## config.mk

```make
export PLATFORM = sky130hd
export DESIGN_NAME = qbw_cell
export DESIGN_NICKNAME = d
export VERILOG_FILES = /design/src/rtl/core/qbw_pkg.sv /design/src/rtl/core/qbw_cell.sv
export SDC_FILE = /design/constraint.sdc
export NUM_CORES = 1
export LEC_CHECK = 0
export BUFFER_PORTS_ARGS = -buffer_cell sky130_fd_sc_hd__buf_2
export CELL_PAD_IN_SITES_DETAIL_PLACEMENT = 1
export CELL_PAD_IN_SITES_GLOBAL_PLACEMENT = 1
export CORE_AREA = 2 2 371 373
export CTS_CLUSTER_SIZE = 25
export DETAILED_ROUTE_END_ITERATION = 16
export DIE_AREA = 0 0 373 375
export HOLD_SLACK_MARGIN = 0.08
export PLACE_DENSITY_LB_ADDON = 0.1
export SLEW_MARGIN = 20
export SYNTH_ARGS = -nofsm -noshare
export SYNTH_HDL_FRONTEND = slang
export SYNTH_SLANG_ARGS = --single-unit
export TNS_END_PERCENT = 50
```

## constraint.sdc

```tcl
create_clock -name i_clk -period 28 [get_ports i_clk]
set_input_delay 1.4 -clock i_clk [delete_from_list [all_inputs] [get_ports i_clk]]
set_output_delay 1.4 -clock i_clk [all_outputs]
set_load 0.05 [all_outputs]
```

## src/rtl/core/qbw_pkg.sv

```systemverilog
package qbw_pkg;
    localparam int unsigned CoordW   = 32;
    localparam int unsigned ExtFrac  = 24;
    localparam int unsigned WideW    = 58;
    localparam int unsigned Steps    = 40;
    localparam int unsigned CfgIdxW  = 3;

    localparam logic [CfgIdxW-1:0] RegStartX   = 3'd0;
    localparam logic [CfgIdxW-1:0] RegStartY   = 3'd1;
    localparam logic [CfgIdxW-1:0] RegControlX = 3'd2;
    localparam logic [CfgIdxW-1:0] RegControlY = 3'd3;
    localparam logic [CfgIdxW-1:0] RegEndX     = 3'd4;
    localparam logic [CfgIdxW-1:0] RegEndY     = 3'd5;

    typedef logic signed [WideW-1:0] t_wide;

    // Curve segment carried from cell to cell.
    typedef struct packed {
        logic              vld;
        t_wide             x0, x1, x2;
        t_wide             y0, y1, y2;
        t_wide             ty;
        t_wide             px;
        logic signed [1:0] dir;
        logic              bisect;
        logic signed [1:0] early;
    } t_seg;

    function automatic t_wide half_floor(t_wide a, t_wide b);
        logic signed [WideW:0] s;
        s = {a[WideW-1], a} + {b[WideW-1], b};
        return s[WideW:1];
    endfunction
endpackage

```

## src/rtl/core/qbw_cell.sv

```systemverilog
module qbw_cell
    import qbw_pkg::*;
(
    input  logic i_clk,
    input  logic i_rst_n,
    input  logic i_en,
    input  t_seg i_seg,
    output t_seg o_seg
);
    t_seg  r_seg, n_seg;
    t_wide ax, bx, ay, by, mx, my;
    logic  go_left;

    always_comb begin
        ax = half_floor(i_seg.x0, i_seg.x1);
        bx = half_floor(i_seg.x1, i_seg.x2);
        ay = half_floor(i_seg.y0, i_seg.y1);
        by = half_floor(i_seg.y1, i_seg.y2);
        mx = half_floor(ax, bx);
        my = half_floor(ay, by);
        go_left = (i_seg.dir > 0) ? (i_seg.ty < my) : (i_seg.ty > my);
        n_seg = i_seg;
        if (go_left) begin
            n_seg.x1 = ax; n_seg.x2 = mx;
            n_seg.y1 = ay; n_seg.y2 = my;
        end else begin
            n_seg.x0 = mx; n_seg.x1 = bx;
            n_seg.y0 = my; n_seg.y1 = by;
        end
    end

    always_ff @(posedge i_clk) begin
        if (!i_rst_n) begin
            r_seg.vld <= 1'b0;
        end else if (i_en) begin
            r_seg <= n_seg;
        end
    end

    assign o_seg = r_seg;
endmodule

```

==> results.yml, run 1 <==
run_status:
  status: "finished, final reports clean"
pwr:
  clkPwrFrac: 0.169
  seqPwrFrac: 0.228
  leakage_nw: 21.0
  power_density_mw_per_mm2: 103
  pwr-share-comb: 0.604
  p_sw_mw: 2.43
  p_sw_frac: 0.506
  internal_power_mw: 2.38
  ir_drop_mv: 0.130
sta:
  skew_ns: 0
  finalHoldViolCount: 0
  setup_violations: 0
  worst_pin_slew_ns: 1.14
  period_needed_ns: 12.66
  max_slew_margin: 0.218
  finalCritPeriodShare: 0.452
  drv_slew: 0
  max_freq_mhz: 79.0
  setup_tns_ns: 0
  rsz0062_at_grt: "no"
critical_path:
  path_max_fanout: 139
  r2r_end: "o_seg[469]$_SDFFE_PN0P_"
  required_ns: 28.42
  slowest_stage: "mux2_8"
  r2r_start: "o_seg[469]$_SDFFE_PN0P_"
  crit_arrival_ns: 13.08
  worst_setup_path_end_kind: "flip-flop"
  ff2ff_setup_slack_ns: 27.39
  criticalPathCategory: "in -> reg"
  path_common_cell: "a21o_1"
  critPathLaunchType: "primary input"
  reg2reg_depth: 2
  path_buf_inv: 4
  crit_family: "compound AO/OA/AOI/OAI gates"
  cpPeakStageDelay_ns: 0.71
logic_synthesis:
  avgSynthCellArea_um2: 9.17
  synth_cells: 4142
  synth_edf_count: 469
  async_flop_share: 0
  yosys.area.top_type: "edfxtp_1"
  syn_nets: 5021
  ys_seq_area_frac: 0.371
  synthDistinctLibCells: 87
  ys_ff_latch: 470
  syn_area_mm2: 0.0380
  yosysWarnings: 0
  netlist.area_leader.share: 0.371
  ys_top_cells_by_area: "edfxtp_1 (37%), ha_1 (13%), nand2_1 (7.6%)"
  ys.flop_type: "edfxtp_1"
global_route:
  grt_pass1_vias: 36329
  antenna_found_initial: 38
  grtUsageTotal: 0.238
  grt_max_degree: 164
  overflow: 0
  grt_pass1_wl_um: 251000
route:
  routedWlPerCell_um: 25.2
  drc_errors: 0
  finalWirelength_um: 173000
  avgViaCountPerCell: 5.14
  drt_iter0_markers: 1963
  first_pass_iters: 5
  vias: 35269
  final_antenna_net_count: 0
clock_tree:
  cts_tree: "built"
  htreeDepth: 2
  cts_buffers: 60
  post_cts_resized: 0
  cts_setup_buffers: 0
  clkTransAtPathRegs_ns: 0.06
  insertion_delay_ns: 0.66
  cts_root_buf: "clkbuf_16"
  ctsHoldBuffers: 0
  cts_sinks: 470
  clk_path_buf_depth: 3
job:
  max_cap_viol_count: 0
cells_and_area:
  layout.nets: 5886
  syn_to_final_growth_pct: 22.6
  drive_above_1_share: 0.230
  fin_area_mm2: 0.0465
  largest_reg_flops: 470
floorplanning:
  io_pins: 943
  die_w_um: 373
  core_mm2: 0.136
  initial_core_util: 0.279
  die_y_um: 375
  dieArea_mm2: 0.140
  rows: 136
worst_hold_path:
  whs_endpoint: "o_seg[469]$_SDFFE_PN0P_"
  min_path_type: "reg -> reg"
  hold_start: "o_seg[469]$_SDFFE_PN0P_"
  holdPathStages: 2
place:
  dp_hpwl_um: 143000
  numPortBuffers: 942
  placed_cell_area_mm2: 0.0445
  gp_congestion: 0.906
layout make-up:
class                           instances  area (um2)
Antenna cell                            9        22.5
Tap cell                             1794        2240
Inverter                              140         526
Fill cell                           16097       89800
Clock buffer                           73        1550
Clock inverter                         39         435
Multi-Input combinational cell       3377       22800
Sequential cell                       470       14100
Timing Repair Buffer                  958        4870
stage by stage:
step | setup slack, ns | instances | util | power, mW | hold slack, ns
finish | 15.34 | 6860 | 0.341 | 4.81 | 0.547
global route | 14.66 | 6855 | 0.341 | 5.13 | 0.585
CTS | 15.33 | 6851 | 0.341 | 4.86 | 0.560
detailed placement | 14.63 | 6739 | 0.327 | 4.02 | 0.551
global placement | 14.74 | 6739 | 0.327 | 4.01 | 0.504
floorplan | 15.18 | 4142 | - | 3.10 | 0.743
worst min-delay path, stage by stage, from the launching register on:
cell and delay (ns):
dfxtp_1 0.31, mux2i_1 0.12, nor2b_1 0.06
routing by layer:
metal / GRT usage / vias up / part of all wire
li1: - / 16970 / -
met1: 0.301 / 17219 / 0.44
met2: 0.416 / 882 / 0.49
met3: 0.0556 / 166 / 0.061
met4: 0.0408 / 32 / 0.015
met5: 0 / - / 0.0012
synth_stat cells, types with 64 or more instances:
| library cell | n |
|---|---|
| a21o_1 | 241 |
| a21oi_1 | 362 |
| clkbuf_1 | 129 |
| edfxtp_1 | 469 |
| ha_1 | 400 |
| inv_1 | 137 |
| mux2_2 | 71 |
| nand2_1 | 768 |
| nand3_1 | 78 |
| nand4_1 | 70 |
| nor2_1 | 172 |
| o21ai_0 | 257 |
| o21bai_1 | 64 |
| xnor2_1 | 211 |
| xor2_1 | 107 |
worst max-delay path by stage:
stage,startpoint,end,slack (ns),depth (start not counted)
finish,i_seg[183],o_seg[432]$_DFFE_PP_,15.34,42
global route,i_seg[121],o_seg[432]$_DFFE_PP_,14.66,40
CTS,i_seg[184],o_seg[428]$_DFFE_PP_,15.33,41
detailed placement,i_seg[184],o_seg[428]$_DFFE_PP_,14.63,41
global placement,i_seg[184],o_seg[432]$_DFFE_PP_,14.74,41
floorplan,i_en,o_seg[0]$_DFFE_PP_,15.18,1
cells by family (layout without fill, tap and decap cells):
logic type / count (synthesis) / in the layout / share of synthesized area
XOR/XNOR: 323 / 323 / 0.0758
flip-flops: 470 / 470 / 0.371
adder cells (fa/ha/maj): 406 / 406 / 0.135
other: 0 / 9 / 0
AO/OA/AOI/OAI: 1238 / 1238 / 0.209
AND/OR/NAND/NOR: 1329 / 1329 / 0.155
multiplexers: 81 / 81 / 0.0237
buffers and inverters: 295 / 1210 / 0.0296
power groups by stage:
stage                     clock network, mW  logic (mW)  registers, mW
final                                 0.811        2.90           1.09
after global routing                  0.858        3.16           1.11
after CTS                             0.837        2.93           1.10
after detailed placement                  0        2.92           1.11
after global placement                    0        2.90           1.11
after floorplan                           0        1.48           1.62
placed cells by master (no fill, tap or decap), types with 107 or more instances in the layout:
master and count:
a21o_1 241, a21oi_1 362, buf_2 942, edfxtp_1 469, ha_1 400, inv_1 137
nand2_1 768, nor2_1 172, o21ai_0 257, xnor2_1 211, xor2_1 107
Power figures use the tool's default switching activity.
==> run 2, diff against run 1 <==
--- a/config.mk
+++ b/config.mk
@@ -8,10 +8,10 @@
 export BUFFER_PORTS_ARGS = -buffer_cell sky130_fd_sc_hd__buf_2
 export CELL_PAD_IN_SITES_DETAIL_PLACEMENT = 1
 export CELL_PAD_IN_SITES_GLOBAL_PLACEMENT = 1
-export CORE_AREA = 2 2 371 373
+export CORE_AREA = 2 2 367 369
 export CTS_CLUSTER_SIZE = 25
 export DETAILED_ROUTE_END_ITERATION = 16
-export DIE_AREA = 0 0 373 375
+export DIE_AREA = 0 0 369 371
 export HOLD_SLACK_MARGIN = 0.08
 export PLACE_DENSITY_LB_ADDON = 0.1
 export SLEW_MARGIN = 20
==> constraint.sdc (replaced) <==
create_clock -name i_clk -period 12.3 [get_ports i_clk]
set_input_delay 0.615 -clock i_clk [delete_from_list [all_inputs] [get_ports i_clk]]
set_output_delay 0.615 -clock i_clk [all_outputs]
set_load 0.05 [all_outputs]
==> run 2 against run 1 <==
Effect of this change: utilization up 1.0 points; worst setup slack worse by 14 ns; critical path depth down 2; first-iteration DRC count up 0.20%; via count up 0.76%; clock power up 130%; sequential power up 130%; clock skew unchanged; register-to-register slack worse by 16 ns; die area down 2.1%; cell area up 0.37%; non-clock buffer count up 17; critical path type unchanged; critical endpoint is now o_seg[440]$_DFFE_PP_; highest routed layer unchanged.
==> results.yml, run 2 (same netlist as run 1, synthesis figures left out) <==
run_status:
  status: "finished, final reports clean"
place:
  numPortBuffers: 942
  gp_congestion: 0.901
  dp_slack_ns: 1.03
  dp_hpwl_um: 145000
critical_path:
  path_common_cell: "ha_1"
  slowest_stage: "a2111oi_0"
  critPathLaunchType: "primary input"
  r2r_start: "o_seg[469]$_SDFFE_PN0P_"
  crit_arrival_ns: 10.94
  worst_setup_path_end_kind: "flip-flop"
  ff2ff_setup_slack_ns: 11.71
  crit_start: "i_seg[181]"
  path_max_fanout: 52
  criticalPathCategory: "in -> reg"
  reg2reg_depth: 2
  required_ns: 12.70
  critPathCapture: "o_seg[440]$_DFFE_PP_"
  cpPeakStageDelay_ns: 0.74
  r2r_end: "o_seg[469]$_SDFFE_PN0P_"
pwr:
  ir_drop_mv: 0.179
  power_density_mw_per_mm2: 234
  leakage_nw: 21.2
global_route:
  grtUsageTotal: 0.245
  grt_max_degree: 144
  grt_pass1_vias: 36464
  grt_pass1_wl_um: 249000
  overflow: 0
  antenna_found_initial: 42
route:
  drt_iter0_markers: 1967
  vias: 35538
  final_antenna_net_count: 0
  routedWlPerCell_um: 25.4
  avgViaCountPerCell: 5.18
  first_pass_iters: 5
  finalWirelength_um: 174000
  drc_errors: 0
clock_tree:
  clkTransAtPathRegs_ns: 0.06
  clk_path_buf_depth: 3
  cts_sinks: 470
  cts_buffers: 66
  cts_setup_buffers: 0
  insertion_delay_ns: 0.64
  cts_root_buf: "clkbuf_16"
  htreeDepth: 3
  cts_tree: "built"
sta:
  worst_hold_slack_ns: 0.143
  finalHoldViolCount: 0
  period_needed_ns: 10.55
  setup_violations: 0
  setup_tns_ns: 0
  max_freq_mhz: 94.8
  drv_slew: 0
  finalCritPeriodShare: 0.857
  max_slew_margin: 0.232
  worst_pin_slew_ns: 1.12
  setup_ws_ns: 1.75
  rsz0062_at_grt: "no"
  skew_ns: 0
cells_and_area:
  layout_commonest_cell: "buf_2"
  largest_reg_flops: 470
  final_cell_mix: "buf_2 (942), nand2_1 (768), edfxtp_1 (469)"
  layout.nets: 5909
  syn_to_final_growth_pct: 23.0
  drive_above_1_share: 0.231
floorplanning:
  initial_core_util: 0.286
  io_pins: 943
  die_w_um: 369
  die_y_um: 371
  core_mm2: 0.133
  rows: 134
  dieArea_mm2: 0.137
job:
  max_cap_viol_count: 0
worst_hold_path:
  min_path_type: "in -> reg"
  holdPathStages: 1
run 2: cell count changes in the layout (fill, tap and decap cells not counted), moves of 2 or more:
cell / previous run / this run
buf_12: 3 / 9
buf_4: 13 / 17
bufinv_16: 8 / 0
clkbuf_1: 13 / 11
clkbuf_16: 60 / 68
clkbuf_8: 0 / 2
clkinv_1: 14 / 21
clkinv_2: 7 / 9
clkinv_4: 5 / 0
dlygate4sd3_1: 0 / 7
inv_6: 1 / 3
run 2: report_power, final:
part	switching, mW	internal (mW)	leakage (nW)
clock	0.809	1.02	0.963
combinational	4.58	2.01	15.8
sequential	0.137	2.39	4.37
run 2: worst min-delay path by stage:
stage / start / to / slack [ns]
4_1_cts: i_seg[35] / o_seg[35]$_DFFE_PP_ / 0.08
3_3_place_gp: o_seg[469]$_SDFFE_PN0P_ / o_seg[469]$_SDFFE_PN0P_ / 0.50
2_1_floorplan: i_seg[0] / o_seg[0]$_DFFE_PP_ / 0.71
5_1_grt: i_seg[26] / o_seg[26]$_DFFE_PP_ / 0.11
6_report: i_seg[2] / o_seg[2]$_DFFE_PP_ / 0.14
3_5_place_dp: o_seg[469]$_SDFFE_PN0P_ / o_seg[469]$_SDFFE_PN0P_ / 0.51
run 2: final cells by class:
class	instances	area [um2]
clock inverters	36	198
clock buffers	81	1770
diodes	10	25.0
multi-input cells	3377	22800
fillers	15702	86100
inverters	140	526
repair buffers	975	5090
flip-flops and latches	470	14100
well taps	1768	2210
run 2: metrics by stage:
step                std cells  cell area, um2  power (mW)  utilization
finish                   6857           46700        10.9        0.352
CTS                      6847           46700        11.1        0.351
floorplan                4142           38000        7.06            -
detailed placement       6723           44600        9.18        0.336
global placement         6723           44600        9.13        0.336
global route             6852           46700        11.7        0.352
run 2: per-layer routing:
| metal | vias to the layer above | global-route usage | share of wire |
|---|---|---|---|
| met3 | 192 | 0.0576 | 0.069 |
| met5 | - | 0 | 0.00095 |
| met1 | 17314 | 0.309 | 0.43 |
| li1 | 17047 | - | - |
| met2 | 959 | 0.421 | 0.48 |
| met4 | 26 | 0.0594 | 0.021 |
run 2: critical path, delay by kind of cell:
kind	cells	cell delay, ns
compound gates	14	3.59
simple gates	15	3.25
fa+ha+maj	3	1.08
mux	2	0.98
xor+xnor	2	0.68
buf+inv	4	0.63
run 2: repair_timing:
item / CTS / global route
hold endpoints to repair: 7 / 0
endpoints found under the setup margin: 0 / 0
hold buffers: 7 / 0
resized for setup: 0 / 0
